File: config.mk
export PLATFORM = sky130hd
export DESIGN_NAME = ssjb_div
export DESIGN_NICKNAME = d
export VERILOG_FILES = /design/src/sv/ssjb_pkg.sv /design/src/sv/ssjb_div.sv
export SDC_FILE = /design/constraint.sdc
export NUM_CORES = 1
export LEC_CHECK = 0
export ABC_AREA = 1
export CAP_MARGIN = 10
export CORE_ASPECT_RATIO = 0.7
export CORE_MARGIN = 1.5
export CORE_UTILIZATION = 47
export CTS_CLUSTER_DIAMETER = 40
export DETAILED_ROUTE_END_ITERATION = 6
export DONT_BUFFER_PORTS = 1
export GPL_ROUTABILITY_DRIVEN = 0
export SYNTH_ARGS = -nofsm -noshare
export SYNTH_HDL_FRONTEND = slang
export SYNTH_SLANG_ARGS = --single-unit
File: constraint.sdc
create_clock -name aclk -period 4 [get_ports aclk]
set_input_delay 0.2 -clock aclk [delete_from_list [all_inputs] [get_ports aclk]]
set_output_delay 0.2 -clock aclk [all_outputs]
set_load 0.01 [all_outputs]
File: src/sv/ssjb_pkg.sv
// package for the sequence sorted jitter buffer
// depth, frame size, operation codes and the cell control struct; no dependencies
`default_nettype none
package ssjb_pkg;
    localparam int unsigned BufferDepth = 128;
    localparam int unsigned CountW = $clog2(BufferDepth + 1);
    localparam logic [15:0] FrameBytes = 16'd1920;
    localparam logic [6:0] CapLimitReset = 7'd120;
    localparam logic [15:0] StaleReset = 16'd10;

    localparam logic [1:0] ModePush = 2'd0;
    localparam logic [1:0] ModePop = 2'd1;
    localparam logic [1:0] ModeStats = 2'd2;

    localparam logic CfgCapLimit = 1'b0;
    localparam logic CfgStale = 1'b1;

    typedef struct packed {
        logic [15:0] seq;
        logic [15:0] size;
        logic [31:0] pref;
    } entry_t;

    // broadcast control for every cell of the row
    typedef struct packed {
        logic        ins;    // insert new entry
        logic        shl;    // shift towards the front
        entry_t      data;
    } cell_ctrl_t;
endpackage
`default_nettype wire

File: src/sv/ssjb_div.sv
// restoring divider for the drop percentage, one quotient bit per cycle
// depends on ssjb_pkg
`default_nettype none
module ssjb_div
    import ssjb_pkg::*;
(
    input  wire logic        aclk,
    input  wire logic        aresetn,
    input  wire logic        start,
    input  wire logic [38:0] num,
    input  wire logic [32:0] den,
    output logic             done,
    output logic [6:0]       quo
);
    logic [38:0] q_reg, q_next;
    logic [33:0] r_reg, r_next;
    logic [32:0] d_reg;
    logic [5:0]  cnt_reg, cnt_next;
    logic        busy_reg, busy_next;
    logic [33:0] trial;

    assign done = busy_reg && (cnt_reg == 6'd0);
    assign quo  = q_reg[6:0];

    always_comb begin
        q_next    = q_reg;
        r_next    = r_reg;
        cnt_next  = cnt_reg;
        busy_next = busy_reg;
        trial     = {r_reg[32:0], q_reg[38]};
        if (start) begin
            q_next    = num;
            r_next    = '0;
            cnt_next  = 6'd39;
            busy_next = 1'b1;
        end else if (busy_reg) begin
            if (cnt_reg == 6'd0) begin
                busy_next = 1'b0;
            end else begin
                cnt_next = cnt_reg - 6'd1;
                if (trial >= {1'b0, d_reg}) begin
                    r_next = trial - {1'b0, d_reg};
                    q_next = {q_reg[37:0], 1'b1};
                end else begin
                    r_next = trial;
                    q_next = {q_reg[37:0], 1'b0};
                end
            end
        end
    end

    always_ff @(posedge aclk) begin
        q_reg <= q_next;
        r_reg <= r_next;
        if (start) d_reg <= den;
        if (!aresetn) begin
            busy_reg <= 1'b0;
            cnt_reg  <= '0;
        end else begin
            busy_reg <= busy_next;
            cnt_reg  <= cnt_next;
        end
    end
endmodule
`default_nettype wire

* Word level (Yosys, flattened, before mapping) *
Cells that the tools add are included.

storage, ports and cells
  flip-flop bits (word level) = 112
  output and inout bits = 8

cells by class
  $add $sub $neg = 2
  magnitude comparators = 1
  eq/ne operators = 1
  muxes and demuxes = 11
  bitwise operators = 2
  reductions and logical operators = 6

operators by type and width
  operator                                           count
  2-to-1 mux 39 bit                                  3
  greater-or-equal comparator 34 x 33 -> 1 bit       1
  2-to-1 mux 33 bit                                  1
  subtractor 33 bit                                  1
  2-to-1 mux 6 bit                                   3
  logical NOT 6 bit                                  1
  subtractor 6 x 1 -> 6 bit (second input constant)  1
  2-to-1 mux 1 bit                                   4
  AND reduction 2 bit                                2
  != test 2 bit (second input constant)              1
  inverter 1 bit                                     2
  nonzero test 2 bit                                 1
  OR reduction 2 bit                                 1
  logical AND 1 bit                                  1

* Depth between registers and ports, before layout *
Gate-level depths: netlist of run 1.

  word-level depth = 5
  mapped depth = 17

* Worst setup path after synthesis of run 1 *
Ideal clock, no wire load.

  kind = reg2reg
  start = reg cnt_reg[0]
  end = reg q_reg[0] (enable)
  arrival time = 2314 ps
  required time = 3581 ps
  setup slack = 1267 ps
  cell stages (with the launch flop) = 9
  buffers on the path = 1
  period minus slack after synthesis = 2733 ps
  cells stage by stage = dfxtp_1 > inv_1 > ha_1 > nand3_1 > nand2_1 > inv_1 > nor2_1 > inv_1 > clkbuf_1

between the ends
  cells in the longest elaborated chain, start to end = 3

RTL lines
  item                           RTL line        text
  start, declared                ssjb_div.sv:18  logic [5:0] cnt_reg, cnt_next;
  start signal, assigned         ssjb_div.sv:61  cnt_reg <= cnt_next;
  logical NOT 6 bit              ssjb_div.sv:37  if (cnt_reg == 6'd0) begin
  != test 2 bit (no line)        -
  AND reduction 2 bit (no line)  -
  end signal, assigned           ssjb_div.sv:53  q_reg <= q_next;
  end, declared                  ssjb_div.sv:15  logic [38:0] q_reg, q_next;

No other way between the ends.
A chain may end at the register's enable or synchronous reset.

* Worst setup path after layout of run 1 *
  start = reg d_reg[23]
  end = reg r_reg[8]

between the ends
  cells in the longest elaborated chain, start to end = 2

RTL lines
  item                                          RTL line        text
  start, declared                               ssjb_div.sv:17  logic [32:0] d_reg;
  start signal, assigned                        ssjb_div.sv:55  if (start) d_reg <= den;
  greater-or-equal comparator 34 x 33 -> 1 bit  ssjb_div.sv:41  if (trial >= {1'b0, d_reg}) begin
  2-to-1 mux 33 bit                             ssjb_div.sv:41
  end signal, assigned                          ssjb_div.sv:54  r_reg <= r_next;
  end, declared                                 ssjb_div.sv:16  logic [33:0] r_reg, r_next;

No other way between the ends.

==> results of run 1 <==
-- layout make-up --
type                            count  area [um2]
Inverter                          198         743
Timing Repair Buffer               42         418
Clock buffer                       10         229
Fill cell                        1503        6860
Sequential cell                   112        2960
Tap cell                          195         244
Multi-Input combinational cell    720        3440
Clock inverter                      6        56.3
-- metal layers --
layer	track usage [%]	part of all wire, %	vias up
li1	-	-	3287
met1	35.6	55	2758
met2	31.9	37	157
met3	4.99	6.8	13
met4	6.03	1.0	0
met5	0	0	-
-- cells by family after synthesis --
group	Yosys count	share of synthesized area, %
XOR/XNOR	15	1.80
AND/OR/NAND/NOR	627	35.9
AO/OA/AOI/OAI	42	3.03
adder cells (fa/ha/maj)	36	6.26
buffers and inverters	228	12.5
flip-flops	112	40.5
-- stage by stage --
step	setup WS (ns)	util [%]	total power, uW	instances
6_report	1.22	54.2	2560	1283
5_1_grt	0.961	54.2	2680	1283
4_1_cts	1.21	54.2	2590	1283
3_5_place_dp	1.23	49.7	1650	1230
3_3_place_gp	1.31	49.7	1650	1230
2_1_floorplan	1.27	-	1590	1060
-- cell usage after synthesis (8+ instances only) --
library cell  count
ha_1             35
xnor2_1          13
nand3b_1         21
inv_1           197
nor2_1           52
nand2_1         445
clkbuf_1          8
a21oi_1          18
nand3_1          77
buf_2            10
dfxtp_1          40
edfxtp_1         72
o21ai_1          12
nor3_1            8
-- power groups by stage --
stage / clock network (uW) / registers, uW / logic, uW
floorplan: 0 / 1370 / 228
global placement: 0 / 1380 / 278
detailed placement: 0 / 1380 / 275
CTS: 920 / 1350 / 314
global route: 958 / 1360 / 358
finish: 893 / 1350 / 315
-- worst min path at each step --
stage                  from    endpoint
finish              aresetn  cnt_reg[0]
CTS                  num[2]    q_reg[2]
detailed placement  den[24]   d_reg[24]
global route         num[5]    q_reg[5]
floorplan           aresetn  cnt_reg[5]
global placement    den[15]   d_reg[15]
-- worst max-delay path, delay by kind of cell (launching register included) --
kind,cells,cell delay (ns)
AOI/OAI and AO/OA,1,0.12
DFF,1,0.37
and+or+nand+nor,11,1.75
adders and majority gates,1,0.29
buffers and inverters,2,0.15
==> flow_summary.toml, run 1 <==
[setup_path]
crit_top_cell = "nand2_1"
worst_setup_path_end_kind = "flop"
arrival_ns = 3.07
cp_slowest_cell = "nor2_4"
critPathMaxFanout = 32
rrSetupSlack_ns = 1.22
crit_path_end = "r_reg[8]"
timing.rr.end = "r_reg[8]"
crit_chain = "inv_1 > ha_1 > nand2_1 > nand2_1 > nand2_1 > nand2_1 > inv_1 > nand2_1 > nand2_1 > nand3_2 > nor2_4 > nand2_4 > nand2_1 > nand3_1 > o21ai_1"
required_ns = 4.29
ff2ff_path_depth = 15
critical_path_class = "reg2reg"
cpPeakStageDelay_ns = 0.53
crit-reg2reg-launch = "d_reg[23]"
critPathLaunchType = "flop"
startpoint = "d_reg[23]"

[die]
die-height_um = 107
ios = 83
fp.coreArea_um2 = 15000
initial_core_util_pct = 48.9
rows = 37
die_w_um = 152
die-area_um2 = 16300

[synthesis]
synth_flop_cell = "edfxtp_1"
synthCells = 1060
syn_nets = 1171
yosys_register_bits = 112
synth_area_leaders = "edfxtp_1, nand2_1, dfxtp_1"
synth_top_area_cell = "edfxtp_1"
seq_area_frac_synth_pct = 40.5
syn_area_per_cell_um2 = 6.90
yosysWarnings = 0
synth_top_area_share_pct = 29.5
synth_cell_types = 35
netlist_area_um2 = 7320
postSynth.asyncResetShare_pct = 0
synth-edff-count = 72

[status]
status = "finished clean"

[finish]
drive_gt1_share_pct = 3.40
num_antenna_cells = 0
fin_nets = 1194
final_common_cell = "nand2_1"
fin_area_um2 = 8100
area_delta_synth_final_pct = 10.7
largest_reg_flops = 39
most-common-layout-cells = "nand2_1, inv_1, nand3_1"

[grt]
grt_overflow = 0
antenna_found_initial = 0
grt_pass1_vias = 5793
grt_max_degree = 45
gr-usage-all-layers_pct = 23.1
grt_pass1_wl_um = 29500

[pwr]
clkPwrFrac_pct = 34.9
p_sw_uw = 686
p_sw_share_pct = 26.8
power.internal_uw = 1880
p_per_area_nw_per_um2 = 316
p_leak_uw = 0.00422
p_comb_share_pct = 12.3
seqPwrFrac_pct = 52.8
peakVddDrop_uv = 223

[sta]
relSlewSlack_pct = 35.2
skew_ns = 0.0120
max_freq_mhz = 360
drv_slew = 0
hold_violations = 0
setup_viol = 0
tns_ns = 0
rsz0062_at_grt = "false"
worstMarginPinSlew_ns = 0.970
worst_hold_slack_ns = 0.0137
post-route-period-util_pct = 69.5
min_period_ns = 2.78

[place]
dp_hpwl_um = 13000
place_area_um2 = 7430
io_buffers = 0

[job]
max_cap_violations = 0

[route]
viasPerCell = 4.84
drc = 0
vias = 6215
routed_wl_um = 17900
initialDrtViolationCount = 430
drt-wirelength-per-cell_um = 13.9
dr.pass1.iters = 5
antenna_left = 0

[min_path]
min_path_type = "in2reg"
hold_path_depth = 2

[clock_tree]
cts_resized = 0
root_buffer = "clkbuf_16"
cts_hold_buf = 37
cts_setup_buffers = 0
cts_max_level = 3
clk_transition_reported_paths_ns = 0.08
clock-sinks = 112
cts_tree = "done"
cts_buffers = 9
clock_latency_ns = 0.37
clockBufferDepth = 2
(Power assumes the default switching activity.)
==> inputs of run 2 (changes only) <==
==> constraint.sdc (replaced) <==
create_clock -name aclk -period 2.8 [get_ports aclk]
set_input_delay 0.14 -clock aclk [delete_from_list [all_inputs] [get_ports aclk]]
set_output_delay 0.14 -clock aclk [all_outputs]
set_load 0.01 [all_outputs]
==> run 2 against run 1 <==
  * Worst hold slack got worse by 0.00089 ns
  * Fmax increased by 14%
  * Core utilization increased by 2.9 points
  * Global-route usage increased by 0.53 points
  * Sequential cell count unchanged
  * Via count increased by 2.9%
  * Clock skew decreased by 0.0023 ns
  * Non-clock buffer count increased by 41
  * Largest cell class unchanged
  * Largest power group unchanged
==> flow_summary.toml, run 2 (same netlist as run 1, synthesis figures left out) <==
[sta]
setup_viol = 0
post-route-period-util_pct = 87.5
tns_ns = 0
skew_ns = 0.00968
finalWorstSetupSlack_ns = 0.351
max_freq_mhz = 408
min_period_ns = 2.45
worstMarginPinSlew_ns = 0.825
hold_violations = 0
rsz0062_at_grt = "false"
relSlewSlack_pct = 44.6
drv_slew = 0

[route]
initialDrtViolationCount = 433
vias = 6397
viasPerCell = 4.83
drt-wirelength-per-cell_um = 13.9
antenna_left = 0
drc = 0
routed_wl_um = 18400
dr.pass1.iters = 5

[place]
dp_hpwl_um = 12900
io_buffers = 0
preCtsSetupSlack_ns = 0.394

[clock_tree]
clk_transition_reported_paths_ns = 0.08
clock-sinks = 112
cts_tree = "done"
root_buffer = "clkbuf_16"
clockBufferDepth = 2
cts_resized = 0
cts_buffers = 9
clock_latency_ns = 0.36
cts_max_level = 3

[die]
fp.coreArea_um2 = 15000
die-height_um = 107
initial_core_util_pct = 48.9
die_w_um = 152
die-area_um2 = 16300
rows = 37
ios = 83

[setup_path]
crit_chain = "inv_1 > ha_1 > inv_1 > fa_1 > nand3_1 > nand3_2 > nand2_1 > nand2_2 > nand2_4 > nand2_4 > nand2_1 > nand3_1 > o21ai_1"
ff2ff_path_depth = 13
worst_setup_path_end_kind = "flop"
cp_slowest_cell = "fa_1"
arrival_ns = 2.75
critPathMaxFanout = 32
required_ns = 3.10
critPathBufInv = 2
critical_path_class = "reg2reg"
cpPeakStageDelay_ns = 0.45
worst-path-stages = 13
rrSetupSlack_ns = 0.35
cp_top_family = "simple AND/OR/NAND/NOR gates"
critPathLaunchType = "flop"

[finish]
most-common-layout-cells = "nand2_1, inv_1, nand3_1"
nFillCells = 1443
fin_nets = 1235
largest_reg_flops = 39
final_common_cell = "nand2_1"
area_delta_synth_final_pct = 16.7
num_antenna_cells = 0
drive_gt1_share_pct = 3.63

[grt]
grt_pass1_vias = 5985
grt_pass1_wl_um = 30200
grtUsageMet2_pct = 33.1
gr-usage-all-layers_pct = 23.6
grt_use_met1_pct = 36.5
grt_overflow = 0
busiest_layer = "met1"
grt_max_degree = 69
grt_util_met3_pct = 4.43
antenna_found_initial = 0

[min_path]
hold_path_depth = 2
min_path_type = "in2reg"

[pwr]
p_per_area_nw_per_um2 = 439
peakVddDrop_uv = 312
p_leak_uw = 0.00441

[job]
max_cap_violations = 0

[status]
status = "finished clean"
## run 2: through the flow
step / utilization (%) / area [um2] / hold slack [ns] / total power [uW] / instances
4_1_cts: 57.0 / 8520 / 0.00511 / 3780 / 1322
2_1_floorplan: - / 7320 / 0.238 / 2280 / 1060
5_1_grt: 57.1 / 8540 / 0.0349 / 3930 / 1324
6_report: 57.1 / 8540 / 0.0129 / 3750 / 1324
3_5_place_dp: 50.0 / 7480 / 0.239 / 2370 / 1234
3_3_place_gp: 50.0 / 7480 / 0.239 / 2370 / 1234
## run 2: routing by layer
| layer | vias up | share of wire [%] |
|---|---|---|
| li1 | 3381 | - |
| met1 | 2831 | 55 |
| met2 | 167 | 38 |
| met3 | 18 | 5.6 |
| met4 | 0 | 1.2 |
| met5 | - | 0 |
## run 2: worst paths after layout
path | start | endpoint
hold reg to reg | r_reg[32] | r_reg[32]
hold / removal | num[38] | q_reg[38]
setup reg to reg | q_reg[38] | r_reg[13]
setup / recovery | q_reg[38] | r_reg[13]
## run 2: power breakdown
group	internal (uW)	total (uW)	switching (uW)
sequential	1890	1930	44.8
combinational	204	512	309
clock	634	1310	672
## run 2: final cells by class
| cell class | instances | area (um2) | share of cell area, % |
|---|---|---|---|
| repair buffers | 83 | 851 | 9.97 |
| multi-input cells | 720 | 3440 | 40.3 |
| flip-flops and latches | 112 | 2960 | 34.7 |
| clock buffers | 9 | 225 | 2.64 |
| well taps | 195 | 244 | 2.86 |
| inverters | 198 | 743 | 8.71 |
| clock inverters | 7 | 71.3 | 0.835 |
## run 2: what timing repair did
action	4_1_cts	5_1_grt
buffers inserted	0	0
endpoints found under the hold margin	109	1
hold buffers	72	2
==> inputs of run 3 (changes only) <==
--- a/config.mk
+++ b/config.mk
@@ -8,12 +8,13 @@
 export ABC_AREA = 1
 export CAP_MARGIN = 10
 export CORE_ASPECT_RATIO = 0.7
-export CORE_MARGIN = 1.5
-export CORE_UTILIZATION = 47
+export CORE_MARGIN = 1
+export CORE_UTILIZATION = 65
 export CTS_CLUSTER_DIAMETER = 40
 export DETAILED_ROUTE_END_ITERATION = 6
 export DONT_BUFFER_PORTS = 1
 export GPL_ROUTABILITY_DRIVEN = 0
+export PLACE_DENSITY = 0.81
 export SYNTH_ARGS = -nofsm -noshare
 export SYNTH_HDL_FRONTEND = slang
 export SYNTH_SLANG_ARGS = --single-unit
==> run 3 against run 2 <==
  * Clock-buffer cell count unchanged
  * Highest routed layer unchanged
  * Clock skew up 0.0019 ns
  * Core utilization grew 20 points
  * First-iteration DRC count rose by 61%
  * Largest cell class unchanged
  * Combinational power up 2%
  * Final cell count down 3.4%
  * Non-clock buffer count is 3 lower
  * Critical path depth is the same
==> flow_summary.toml, run 3 (same netlist as run 1, synthesis figures left out) <==
[route]
initialDrtViolationCount = 697
antenna_left = 0
viasPerCell = 5.23
dr.pass1.iters = 5
drt-wirelength-per-cell_um = 14.6
routed_wl_um = 18600
vias = 6688
drc = 0

[setup_path]
cp_top_family = "simple AND/OR/NAND/NOR gates"
worst-path-stages = 13
required_ns = 3.04
startpoint = "q_reg[38]"
critical_path_class = "reg2reg"
critPathMaxFanout = 25
critPathBufInv = 3
ff2ff_path_depth = 13
worst_setup_path_end_kind = "flop"
critPathLaunchType = "flop"
crit_top_cell = "nand3_1"
cpPeakStageDelay_ns = 0.46
arrival_ns = 2.79
crit_chain = "inv_1 > ha_1 > inv_1 > fa_1 > nand3_1 > nand3_2 > nand2_1 > nand2_2 > nand2_8 > buf_4 > nand3_1 > nand3_1 > o21ai_1"
cp_slowest_cell = "fa_1"
crit-reg2reg-launch = "q_reg[38]"

[clock_tree]
clockBufferDepth = 2
cts_tree = "done"
clock_latency_ns = 0.36
root_buffer = "clkbuf_16"
cts_buffers = 9
clk_transition_reported_paths_ns = 0.08
clock-sinks = 112
cts_setup_buffers = 0
cts_max_level = 3

[sta]
hold_violations = 0
tns_ns = 0
worstMarginPinSlew_ns = 0.592
skew_ns = 0.0116
finalWorstSetupSlack_ns = 0.247
setup_viol = 0
drv_slew = 0
post-route-period-util_pct = 91.2
rsz0062_at_grt = "false"
max_freq_mhz = 392
relSlewSlack_pct = 60.3
min_period_ns = 2.55

[finish]
largest_reg_flops = 39
fin_area_um2 = 8470
num_antenna_cells = 0
postLayoutCoreUtil_pct = 77.2
area_delta_synth_final_pct = 15.8
final_common_cell = "nand2_1"
fin_nets = 1232
most-common-layout-cells = "nand2_1, inv_1, nand3_1"
drive_gt1_share_pct = 3.64

[place]
preCtsSetupSlack_ns = 0.241
place_area_um2 = 7410
dp_hpwl_um = 12000
io_buffers = 0

[grt]
grt_overflow = 0
grt_pass1_vias = 6018
grt_max_degree = 67
grt_pass1_wl_um = 29500
gr-usage-all-layers_pct = 32.9
antenna_found_initial = 0

[status]
status = "finished clean"

[die]
ios = 83
initial_core_util_pct = 66.7
rows = 32
die-area_um2 = 11700
die-height_um = 90.8
die_w_um = 129
fp.coreArea_um2 = 11000

[job]
max_cap_violations = 0

[min_path]
worstHoldStart = "start"
hold_path_depth = 2
min_path_type = "in2reg"

[pwr]
p_leak_uw = 0.00438
p_per_area_nw_per_um2 = 447
peakVddDrop_uv = 419
totalPowerFinal_uw = 3780
-- run 3: changes by cell type in the layout (fill, tap and decap cells not counted) --
cell / change
dlygate4sd3_1: -2
nand2_4: -2
nand2_8: +2
buf_12: -1
clkinv_1: -1
clkinv_2: +1
clkinv_4: -1
inv_12: +1
-- run 3: per-layer routing --
layer | routed length (um) | track usage, %
met1 | 8670 | 48.6
met2 | 7850 | 47.9
met3 | 1800 | 7.41
met4 | 329 | 9.90
met5 | 0 | 0
-- run 3: what timing repair did --
action,CTS,global route
hold buffers,72,0
endpoints found under the setup margin,0,21
hold endpoints to repair,108,0
gates resized for setup,0,2
-- run 3: area by class of cell --
type	instances	area [um2]
Clock buffer	9	225
Clock inverter	7	80.1
Fill cell	832	2500
Inverter	198	743
Multi-Input combinational cell	720	3460
Sequential cell	112	2960
Tap cell	153	191
Timing Repair Buffer	80	811
-- run 3: path summary, 6_finish.rpt --
| kind | to | slack (ns) |
|---|---|---|
| worst max-delay path | r_reg[9] | 0.25 |
| worst min-delay path | cnt_reg[1] | 0.03 |
| worst max register to register | r_reg[9] | 0.25 |
| worst min register to register | r_reg[32] | 0.47 |
-- run 3: stage by stage --
stage / instances / hold WS, ns
floorplan: 1060 / 0.238
global placement: 1191 / 0.239
detailed placement: 1191 / 0.239
CTS: 1279 / 0.0160
global route: 1279 / 0.0261
finish: 1279 / 0.0305
-- run 3: where the power goes --
group          switching, uW  total, uW  internal (uW)
combinational            318        520            202
sequential              46.9       1930           1890
clock                    682       1330            646
total                   1050       3780           2730
