**src/sv/ssjb_pkg.sv**
```systemverilog
// package for the sequence sorted jitter buffer
// depth, frame size, operation codes and the cell control struct; no dependencies
`default_nettype none
package ssjb_pkg;
    localparam int unsigned BufferDepth = 128;
    localparam int unsigned CountW = $clog2(BufferDepth + 1);
    localparam logic [15:0] FrameBytes = 16'd1920;
    localparam logic [6:0] CapLimitReset = 7'd120;
    localparam logic [15:0] StaleReset = 16'd10;

    localparam logic [1:0] ModePush = 2'd0;
    localparam logic [1:0] ModePop = 2'd1;
    localparam logic [1:0] ModeStats = 2'd2;

    localparam logic CfgCapLimit = 1'b0;
    localparam logic CfgStale = 1'b1;

    typedef struct packed {
        logic [15:0] seq;
        logic [15:0] size;
        logic [31:0] pref;
    } entry_t;

    // broadcast control for every cell of the row
    typedef struct packed {
        logic        ins;    // insert new entry
        logic        shl;    // shift towards the front
        entry_t      data;
    } cell_ctrl_t;
endpackage
`default_nettype wire

```
**src/sv/ssjb_cell.sv**
```systemverilog
// one slot of the sorted row: holds an entry and a valid bit
// depends on ssjb_pkg
`default_nettype none
module ssjb_cell
    import ssjb_pkg::*;
(
    input  wire logic       aclk,
    input  wire logic       aresetn,
    input  wire cell_ctrl_t ctrl,
    input  wire entry_t     prev_entry,
    input  wire logic       prev_vld,
    input  wire logic       prev_lt,
    input  wire entry_t     next_entry,
    input  wire logic       next_vld,
    output entry_t          entry,
    output logic            vld,
    output logic            lt
);
    entry_t entry_reg, entry_next;
    logic   vld_reg, vld_next;

    assign entry = entry_reg;
    assign vld   = vld_reg;
    // this slot holds a smaller sequence number than the one pushed
    assign lt    = vld_reg && (entry_reg.seq < ctrl.data.seq);

    always_comb begin
        entry_next = entry_reg;
        vld_next   = vld_reg;
        if (ctrl.ins) begin
            if (!lt) begin
                if (prev_lt) begin
                    entry_next = ctrl.data;
                    vld_next   = 1'b1;
                end else begin
                    entry_next = prev_entry;
                    vld_next   = prev_vld;
                end
            end
        end else if (ctrl.shl) begin
            entry_next = next_entry;
            vld_next   = next_vld;
        end
    end

    always_ff @(posedge aclk) begin
        entry_reg <= entry_next;
        if (!aresetn) begin
            vld_reg <= 1'b0;
        end else begin
            vld_reg <= vld_next;
        end
    end
endmodule
`default_nettype wire

```
**config.mk**
```make
export PLATFORM = sky130hd
export DESIGN_NAME = ssjb_cell
export DESIGN_NICKNAME = d
export VERILOG_FILES = /design/src/sv/ssjb_pkg.sv /design/src/sv/ssjb_cell.sv
export SDC_FILE = /design/constraint.sdc
export NUM_CORES = 1
export LEC_CHECK = 0
export ABC_AREA = 1
export ABC_CLOCK_PERIOD_IN_PS = 3400
export BUFFER_PORTS_ARGS = -buffer_cell sky130_fd_sc_hd__buf_2
export CORE_MARGIN = 2
export CORE_UTILIZATION = 38
export DETAILED_ROUTE_END_ITERATION = 10
export GPL_TIMING_DRIVEN = 0
export PLACE_DENSITY = 0.82
export SYNTH_ARGS = -nofsm -noshare
export SYNTH_HDL_FRONTEND = slang
export SYNTH_SLANG_ARGS = --single-unit
```
**constraint.sdc**
```tcl
create_clock -name aclk -period 3.4 [get_ports aclk]
set_clock_uncertainty 0.15 [all_clocks]
set_input_delay 0.17 -clock aclk [delete_from_list [all_inputs] [get_ports aclk]]
set_output_delay 0.17 -clock aclk [all_outputs]
set_load 0.01 [all_outputs]
```
# == After elaboration in Yosys (flattened, before gate mapping) ==
# Cells that the tools add are included.
# W data, S select, Z words.
# totals
register_bits,65
inputBits,199
output_inout_bits,66
# op_classes
n_mux,8
n_reduce_logical,3
n_lt_le_gt_ge,1
eq_ne,1
# ops
cell,count
$mux W64,4
$lt A16 B16 Y1,1
$mux W1,4
$ne A2 B2 Y1 const B,1
$reduce_and A2 Y1,1
$reduce_bool A2 Y1,1
$logic_and A1 B1 Y1,1

# == Depth between registers and ports, before layout ==
# Gate-level depths: netlist of the first run.
# depth
depth_word,4
ltp_mapped,13

# == Worst setup path before layout of the first run ==
# No wires, ideal clock.
# synth_path
path_kind,reg2reg
from,reg entry_reg (netlist bit entry[63])
to,"reg entry_reg (netlist bit entry[0]), enable pin"
setup_time_ns,0.429
setup_slack_ns,0.113
t_arrival_ns,2.708
path_stages_with_launch,9
t_required_ns,2.821
path_cell_list,edfxtp_1 -> ha_1 -> nand2_1 -> inv_1 -> nand3_1 -> nor3_1 -> nand2_1 -> nand3_2 -> and2_1
# synth_via
elab_chain_len,4
# synth_lines
item,line_no,source
"start, declared",ssjb_cell.sv:19,"entry_t entry_reg, entry_next;"
"start signal, assigned",ssjb_cell.sv:47,entry_reg <= entry_next;
$lt A16 B16 Y1,ssjb_cell.sv:25,assign lt = vld_reg && (entry_reg.seq < ctrl.data.seq);
$logic_and A1 B1 Y1,ssjb_cell.sv:25,
$ne A2 B2 Y1 (no line),-,
$reduce_and A2 Y1 (no line),-,
# Every way passes these cells.
# A chain may end at the register's enable or synchronous reset.

# == Worst setup path after layout of the first run ==
# layout_path
from,reg entry_reg (netlist bit entry[63])
to,"reg entry_reg (netlist bit entry[18]), enable pin"
# The elaborated chain is that of the path after synthesis.

==> results.json, run 1 <==
{
  "status": "completed",
  "dieArea_mm2": 0.0106,
  "cts_tree": "built",
  "place_area_mm2": 0.00524,
  "setup_tns_ns": 0,
  "regToRegStartpoint": "entry[63]$_DFFE_PP_",
  "fin_ws_ns": 0.696,
  "largest_register_ffs": 64,
  "grt_usage_pct": 26.5,
  "finalCritPeriodShare_pct": 79.5,
  "core_mm2": 0.00964,
  "ant_nets": 0,
  "antenna_found_initial": 0,
  "grt_pass1_vias": 4755,
  "worst_ep_arrival_time_ns": 2.58,
  "fin_nets": 991,
  "slew-limit-headroom_pct": 47.6,
  "cts_sinks": 65,
  "worst-path-max-fanout": 34,
  "hold_depth": 3,
  "first_pass_iters": 5,
  "clk_pin_slew_ns": 0.07,
  "multi_input_area_mm2": 0.00151,
  "power_per_cell_area_mw_per_mm2": 371,
  "synth_top_area_share_pct": 51.5,
  "r2r-end": "entry[18]$_DFFE_PP_",
  "wl_um": 14900,
  "total_power_mw": 2.27,
  "holdWs_ns": 0.0226,
  "synth.area.top_cells": "edfxtp_1 51%, o21ai_0 9.7%, nand2_1 8.6%, o21ai_1 7.5%, nor2_1 6.6%",
  "synth_area_mm2": 0.00373,
  "r2r_cells": 9,
  "syn_inst": 432,
  "fillers": 810,
  "cts_resized": 0,
  "critPathSlowestCell": "and2_2",
  "critPathTopFamily": "simple AND/OR/NAND/NOR gates",
  "critPathMaxStageDelay_ns": 0.66,
  "hp-start": "ctrl[13]",
  "hold_path_class": "in -> reg",
  "yosys.area.top_type": "edfxtp_1",
  "insertion_delay_ns": 0.34,
  "antenna-diode-count": 0,
  "grt_first_pass_wirelength_um": 21300,
  "die_w_um": 103,
  "path_buf_inv": 2,
  "ir_drop_mv": 0.234,
  "grt_max_degree": 35,
  "vias": 4675,
  "setup_violations": 0,
  "cp-end-kind": "register",
  "hold_viol_final": 0,
  "die_h_um": 103,
  "busiest_layer": "met2",
  "dp_hpwl_um": 9970,
  "synth_cell_types": 24,
  "grtUsageMet2_pct": 49.1,
  "period_needed_ns": 2.70,
  "htree_levels": 3,
  "portBuffers": 263,
  "cts_root_buf": "clkbuf_8",
  "drcViolationCount": 0,
  "cp.required_ns": 3.28,
  "syn_to_final_growth_pct": 63.8,
  "hold_end": "entry[13]$_DFFE_PP_",
  "cts_buffers": 9,
  "finalInstanceArea_mm2": 0.00612,
  "place_ws_ns": 0.672,
  "routed_via_density": 5.11,
  "syn_avg_cell_area_um2": 8.64,
  "cap_violations": 0,
  "cp-start-kind": "register",
  "rows": 36,
  "grt_use_met3_pct": 8.07,
  "yosys_warnings": 0,
  "finalMaxSlewViolations": 0,
  "synthesis.nets": 646,
  "ios": 265,
  "clockBufferDepth": 2,
  "tightestPinTransition_ns": 0.787,
  "regToRegSetupSlack_ns": 0.70,
  "worstSetupPathType": "reg -> reg",
  "drive_gt1_share_pct": 38.9,
  "grt_use_met1_pct": 26.3,
  "path_cells": "ha_1, nand2_1, inv_1, nand3_1, nor3_1, nand2_1, nand3_2, and2_2, buf_12",
  "final-seq-area_mm2": 0.00194,
  "power.leakage_nw": 2.99,
  "grt_overflow": 0,
  "fmax_ghz": 0.370,
  "cp_common_cell": "nand2_1",
  "wl_per_cell_um": 16.3,
  "place_congestion": 0.861,
  "stdcell_count": 915,
  "synth_seq_area_share_pct": 52.0,
  "synth_seq_cells": 65,
  "first_iter_violations": 228,
  "place_inst": 829,
  "start_util_pct": 38.7,
  "fin_util_pct": 63.5,
  "rsz0062_at_grt": "false"
}
## layout by cell type (no fill, tap or decap), types with 2 or more instances in the layout
cell type	n
buf_6	8
nor2_1	66
clkinv_2	2
a21oi_1	5
ha_1	15
clkbuf_1	9
clkbuf_2	5
o21a_1	2
clkbuf_8	9
edfxtp_1	64
o21ai_0	72
dlygate4sd3_1	70
nand2_1	86
inv_2	2
buf_2	271
nand3_1	3
inv_1	25
o21ai_1	56
## power breakdown
part           internal, mW  total (mW)  switching (mW)
clock network         0.335       0.633           0.297
registers             0.996        1.03          0.0312
logic                 0.290       0.610           0.320
total                  1.62        2.27           0.648
## final cells by class
type                    count  area share (%)
repair buffers            334            33.3
clock buffers              12            2.21
plain buffers              28            3.03
well taps                 133            2.72
inverters                  27            1.66
flip-flops and latches     65            31.7
multi-input cells         312            24.6
clock inverters             4           0.716
## routing by layer
layer	wire, µm	share of wire, %
met1	5250	35
met4	478	3.2
met3	1410	9.5
met5	0	0
met2	7760	52
## kinds of logic (layout without fill, tap and decap cells)
family          after synthesis  count (layout)  share of synthesized area (%)
fa+ha+maj                    15              15                           5.03
buf+inv                      55             405                           7.67
flops                        65              65                           52.0
simple gates                160             160                           16.7
compound gates              137             137                           18.6
## worst max-delay path by stage
stage	start	endpoint	slack, ns	cells past startpoint
final	entry[63]$_DFFE_PP_	entry[18]$_DFFE_PP_	0.70	9
after global routing	entry[63]$_DFFE_PP_	entry[16]$_DFFE_PP_	0.51	9
after CTS	entry[63]$_DFFE_PP_	entry[18]$_DFFE_PP_	0.65	9
after detailed placement	entry[63]$_DFFE_PP_	entry[18]$_DFFE_PP_	0.67	9
after global placement	entry[63]$_DFFE_PP_	entry[7]$_DFFE_PP_	-0.57	8
after floorplan	entry[63]$_DFFE_PP_	entry[0]$_DFFE_PP_	0.11	8
## Yosys cell counts (all sizes together)
| library cell | count |
|---|---|
| buf | 17 |
| a21o | 1 |
| inv | 27 |
| nand2 | 86 |
| o21ai | 128 |
| ha | 15 |
| nor2 | 67 |
| edfxtp | 64 |
| o22ai | 1 |
| nand3 | 4 |
| clkbuf | 11 |
| dfxtp | 1 |
| nor3 | 2 |
| a21oi | 5 |
| o21a | 2 |
| and2 | 1 |
## worst register-to-register path: cells and delay by family, from the launching register on
kind | cells | cell delay, ns
flops | 1 | 0.41
buf+inv | 2 | 0.36
simple gates | 6 | 1.13
fa+ha+maj | 1 | 0.31
## repair_timing
item | in CTS | in global routing
setup endpoints to repair | 0 | 0
endpoints found under the hold margin | 63 | 0
hold buffers | 70 | 0
buffers inserted | 0 | 0
Note: power is estimated with default switching activity, not from simulation.
==> run 2: changes to the inputs <==
ABC_CLOCK_PERIOD_IN_PS = 2500   (was 3400)
CORE_AREA = 2 2 104 106   (was not set)
CORE_MARGIN = not set   (was 2)
CORE_UTILIZATION = not set   (was 38)
DIE_AREA = 0 0 106 108   (was not set)
PLACE_DENSITY = 0.76   (was 0.82)
clock period = 2.5 ns   (was 3.4 ns; I/O delays follow)
==> run 2 against run 1 <==
  * Die area increased by 7.7%
  * Via count increased by 0.77%
  * Register-to-register slack got worse by 0.57 ns
  * Count of clock-buffer cells in the layout unchanged
  * Setup slack got worse by 0.57 ns
  * Combinational power increased by 48%
  * Hold slack got worse by 0.017 ns
  * Final cell count increased by 4.4%
  * Largest cell class unchanged
  * Largest power group unchanged
==> results.json, run 2 (same netlist as run 1, synthesis figures left out) <==
{
  "wl_um": 15200,
  "fmax_ghz": 0.422,
  "final-seq-area_mm2": 0.00194,
  "routed_via_density": 4.93,
  "cts_sinks": 65,
  "grt_overflow": 0,
  "dp_hpwl_um": 9830,
  "place_ws_ns": -0.0888,
  "grt_max_degree": 33,
  "htree_levels": 3,
  "r2r-end": "vld$_SDFFE_PN0P_",
  "antenna_found_initial": 0,
  "clockBufferDepth": 2,
  "rows": 37,
  "hold_viol_final": 0,
  "regToRegStartpoint": "entry[63]$_DFFE_PP_",
  "antenna-diode-count": 0,
  "fillers": 802,
  "clk_pin_slew_ns": 0.07,
  "die_h_um": 108,
  "cp.required_ns": 2.58,
  "drcViolationCount": 0,
  "stdcell_count": 955,
  "fin_ws_ns": 0.130,
  "cts_setup_buffers": 0,
  "power_per_cell_area_mw_per_mm2": 486,
  "place_inst": 831,
  "regToRegSetupSlack_ns": 0.13,
  "power.leakage_nw": 3.14,
  "syn_to_final_growth_pct": 73.6,
  "rsz0062_at_grt": "false",
  "wl_per_cell_um": 15.9,
  "insertion_delay_ns": 0.33,
  "ios": 265,
  "ir_drop_mv": 0.322,
  "die_w_um": 106,
  "period_needed_ns": 2.37,
  "hold_depth": 3,
  "vias": 4711,
  "cp-start-kind": "register",
  "hp-start": "ctrl[17]",
  "final_cell_mix": "271 x buf_2, 107 x dlygate4sd3_1, 86 x nand2_1",
  "first_iter_violations": 308,
  "finalCritPeriodShare_pct": 94.8,
  "grt_pass1_vias": 4756,
  "ant_nets": 0,
  "place_congestion": 0.872,
  "largest_register_ffs": 64,
  "status": "completed",
  "core_mm2": 0.0102,
  "cts_tree": "built",
  "cap_violations": 0,
  "cts_buffers": 9,
  "tightestPinTransition_ns": 0.471,
  "dieArea_mm2": 0.0114,
  "finalMaxSlewViolations": 0,
  "r2r_cells": 11,
  "final_common_cell": "buf_2",
  "worstSetupPathType": "reg -> reg",
  "worst_ep_arrival_time_ns": 2.45,
  "holdWs_ns": 0.00564,
  "setup_violations": 0,
  "start_util_pct": 36.5,
  "first_pass_iters": 5,
  "cts_root_buf": "clkbuf_8",
  "drive_gt1_share_pct": 37.1,
  "hold_end": "entry[17]$_DFFE_PP_",
  "multi_input_area_mm2": 0.00152,
  "grt_first_pass_wirelength_um": 22600,
  "hold_path_class": "in -> reg",
  "portBuffers": 263,
  "cp-end-kind": "register",
  "total_power_mw": 3.15,
  "worst-path-max-fanout": 3,
  "fin_nets": 1028,
  "grt_usage_pct": 25.8,
  "slew-limit-headroom_pct": 68.6
}
-- run 2: worst max path at each step --
stage,cells past startpoint,from,slack (ns),to
2_1_floorplan,8,entry[63]$_DFFE_PP_,0.24,entry[0]$_DFFE_PP_
3_3_place_gp,8,entry[63]$_DFFE_PP_,-0.03,entry[1]$_DFFE_PP_
3_5_place_dp,8,entry[63]$_DFFE_PP_,-0.09,entry[12]$_DFFE_PP_
4_1_cts,8,entry[63]$_DFFE_PP_,0.16,entry[47]$_DFFE_PP_
5_1_grt,8,entry[63]$_DFFE_PP_,0.008,entry[47]$_DFFE_PP_
6_report,11,entry[63]$_DFFE_PP_,0.13,vld$_SDFFE_PN0P_
-- run 2: per-layer routing --
layer	part of all wire, %	GRT usage [%]
met5	0	0
met4	2.5	9.40
met3	9.2	8.14
met2	51	49.3
met1	37	26.4
-- run 2: layout make-up --
cell class / instances / area share, %
plain buffers: 28 / 2.86
clock buffers: 12 / 2.08
clock inverters: 4 / 0.676
inverters: 27 / 1.56
multi-input cells: 313 / 23.4
flip-flops and latches: 65 / 30.0
well taps: 136 / 2.63
repair buffers: 370 / 36.8
-- run 2: metrics by stage --
stage	instance area, µm²	TNS (ns)	utilization (%)
2_1_floorplan	3740	0	-
3_3_place_gp	5220	-1.65	51.0
3_5_place_dp	5220	-5.39	51.0
4_1_cts	6480	0	63.3
5_1_grt	6480	0	63.3
6_report	6480	0	63.3
-- run 2: report_power, final --
group          internal (mW)  total (mW)  leakage (nW)  switching (mW)
Clock                  0.456       0.855        0.0918           0.399
Combinational          0.453       0.901          2.39           0.448
Sequential              1.35        1.40         0.660          0.0417
Total                   2.26        3.15          3.14           0.888
-- run 2: timing repair --
| item | in CTS | in global routing |
|---|---|---|
| endpoints found under the hold margin | 65 | 0 |
| setup endpoints to repair | 64 | 0 |
| hold buffers | 107 | 0 |
| gates resized for setup | 1 | 0 |
-- run 2: critical path: stages, from the launching register on --
cell	delay, ns
edfxtp_1	0.42
ha_1	0.32
nand2_1	0.06
inv_1	0.06
nand3_1	0.08
nor3_1	0.20
nand2_1	0.12
nand3_2	0.11
nand3_1	0.09
nand2_1	0.07
dlygate4sd3_1	0.55
inv_1	0.04
==> run 3: changes to the inputs <==
CORE_AREA = 2 2 102 104   (was 2 2 104 106)
CTS_BUF_LIST = sky130_fd_sc_hd__clkbuf_8   (was not set)
DIE_AREA = 0 0 104 106   (was 0 0 106 108)
PLACE_DENSITY = 0.79   (was 0.76)
RECOVER_POWER = 50   (was not set)
==> run 3 against run 2 <==
  * Via count grew 1.6%
  * Count of clock-buffer cells in the layout is 3 lower
  * Combinational power is 2.8% lower
  * Critical path depth down 3
  * Largest cell class unchanged
  * Critical path type unchanged
  * Sequential share of layout area grew 0.064 points
  * Final area shrank 0.21%
  * Setup slack gained 0.080 ns
  * Final cell count increased by 0.63%
  * Sequential power barely moved
  * Fmax increased by 3.5%
  * Register-to-register slack improved by 0.08 ns
  * Die area is 3.7% lower
==> results.json, run 3 (same netlist as run 1, synthesis figures left out) <==
{
  "core_mm2": 0.0100,
  "die_h_um": 106,
  "wl_um": 15100,
  "setup_tns_ns": 0,
  "drcViolationCount": 0,
  "final-seq-area_mm2": 0.00194,
  "grt_usage_pct": 26.9,
  "portBuffers": 263,
  "start_util_pct": 37.3,
  "syn_to_final_growth_pct": 73.2,
  "place_inst": 831,
  "cts_buffers": 9,
  "place_congestion": 0.884,
  "cp.required_ns": 2.33,
  "worst-path-max-fanout": 32,
  "first_pass_iters": 5,
  "grt_overflow": 0,
  "cts_setup_buffers": 0,
  "vias": 4787,
  "grt_max_degree": 33,
  "power.leakage_nw": 2.96,
  "fillers": 839,
  "hold_viol_final": 0,
  "final_common_cell": "buf_2",
  "die_w_um": 104,
  "fin_ws_ns": 0.210,
  "fin_nets": 1035,
  "insertion_delay_ns": 0.33,
  "cap_violations": 0,
  "finalCritPeriodShare_pct": 91.6,
  "cp-end-kind": "register",
  "multi_input_area_mm2": 0.00152,
  "ir_drop_mv": 0.244,
  "cts_root_buf": "clkbuf_8",
  "path_cells": "ha_1, nand2_1, inv_1, nand3_1, nor3_1, nand2_1, nand3_2, and2_4",
  "drive_gt1_share_pct": 28.2,
  "hold_path_class": "in -> reg",
  "total_power_mw": 3.14,
  "fmax_ghz": 0.437,
  "rows": 37,
  "clk_pin_slew_ns": 0.07,
  "antenna_found_initial": 0,
  "largest_register_ffs": 64,
  "dieArea_mm2": 0.0110,
  "stdcell_count": 961,
  "fin_util_pct": 64.7,
  "finalMaxSlewViolations": 0,
  "first_iter_violations": 377,
  "critPathMaxStageDelay_ns": 0.46,
  "wl_per_cell_um": 15.7,
  "htree_levels": 3,
  "place_ws_ns": -0.0720,
  "setup_violations": 0,
  "rsz0062_at_grt": "false",
  "slew-limit-headroom_pct": 68.2,
  "routed_via_density": 4.98,
  "grt_pass1_vias": 4985,
  "clockBufferDepth": 2,
  "worstSetupPathType": "reg -> reg",
  "cts_tree": "built",
  "ios": 265,
  "grt_first_pass_wirelength_um": 23400,
  "tightestPinTransition_ns": 0.478,
  "period_needed_ns": 2.29,
  "power_per_cell_area_mw_per_mm2": 486,
  "status": "completed",
  "cp_common_cell": "nand2_1",
  "cts_sinks": 65,
  "cp-start-kind": "register",
  "final_cell_mix": "200 x buf_2, 114 x dlygate4sd3_1, 91 x o21ai_0",
  "dp_hpwl_um": 9830,
  "ant_nets": 0,
  "antenna-diode-count": 0,
  "critPathSlowestCell": "and2_4",
  "worst_ep_arrival_time_ns": 2.12
}
==> run 3: routing by layer <==
| layer | share of wire, % | up-vias | wire length [µm] | global-route usage [%] |
|---|---|---|---|---|
| li1 | - | 2250 | - | - |
| met1 | 36 | 2215 | 5450 | 27.6 |
| met2 | 52 | 280 | 7910 | 52.0 |
| met3 | 8.6 | 42 | 1300 | 7.36 |
| met4 | 3.0 | 0 | 459 | 9.94 |
| met5 | 0 | - | 0 | 0 |
==> run 3: area by class of cell <==
| type | instances | area share, % |
|---|---|---|
| buffer | 28 | 2.79 |
| clock buffer | 9 | 1.92 |
| clock inverter | 6 | 0.929 |
| inverter | 27 | 1.57 |
| multi-input combinational | 313 | 23.4 |
| sequential | 65 | 30.0 |
| tap | 136 | 2.63 |
| timing repair buffer | 377 | 36.7 |
==> run 3: stage by stage <==
stage                     hold slack, ns  instance area, µm²
after CTS                       0.000273                6550
after detailed placement           0.260                5220
after global placement             0.250                5220
after global routing              0.0158                6470
final                             0.0190                6470
after floorplan                    0.152                3740
==> run 3: where the power goes <==
| part | internal, mW | switching, mW | total [mW] | leakage, nW |
|---|---|---|---|---|
| Clock | 0.448 | 0.417 | 0.866 | 0.0824 |
| Sequential | 1.35 | 0.0459 | 1.40 | 0.660 |
| Combinational | 0.430 | 0.447 | 0.876 | 2.22 |
==> run 3: critical path, delay by kind of cell, from the launching register on <==
kind	cells	cell delay [ns]
fa+ha+maj	1	0.31
buf+inv	1	0.06
flops	1	0.41
simple gates	6	0.99
==> run 3: path summary, 6_finish.rpt <==
path	from	endpoint	slack, ns	cells past startpoint
setup / recovery	entry[63]$_DFFE_PP_	entry[40]$_DFFE_PP_	0.21	8
hold / removal	ctrl[4]	entry[4]$_DFFE_PP_	0.02	3
setup reg to reg	entry[63]$_DFFE_PP_	entry[40]$_DFFE_PP_	0.21	8
hold reg to reg	vld$_SDFFE_PN0P_	vld$_SDFFE_PN0P_	1.08	7
==> run 3: what timing repair did <==
item,in CTS,in global routing
setup endpoints to repair,64,0
endpoints found under the hold margin,65,1
hold buffers,113,1
gates resized for setup,1,0
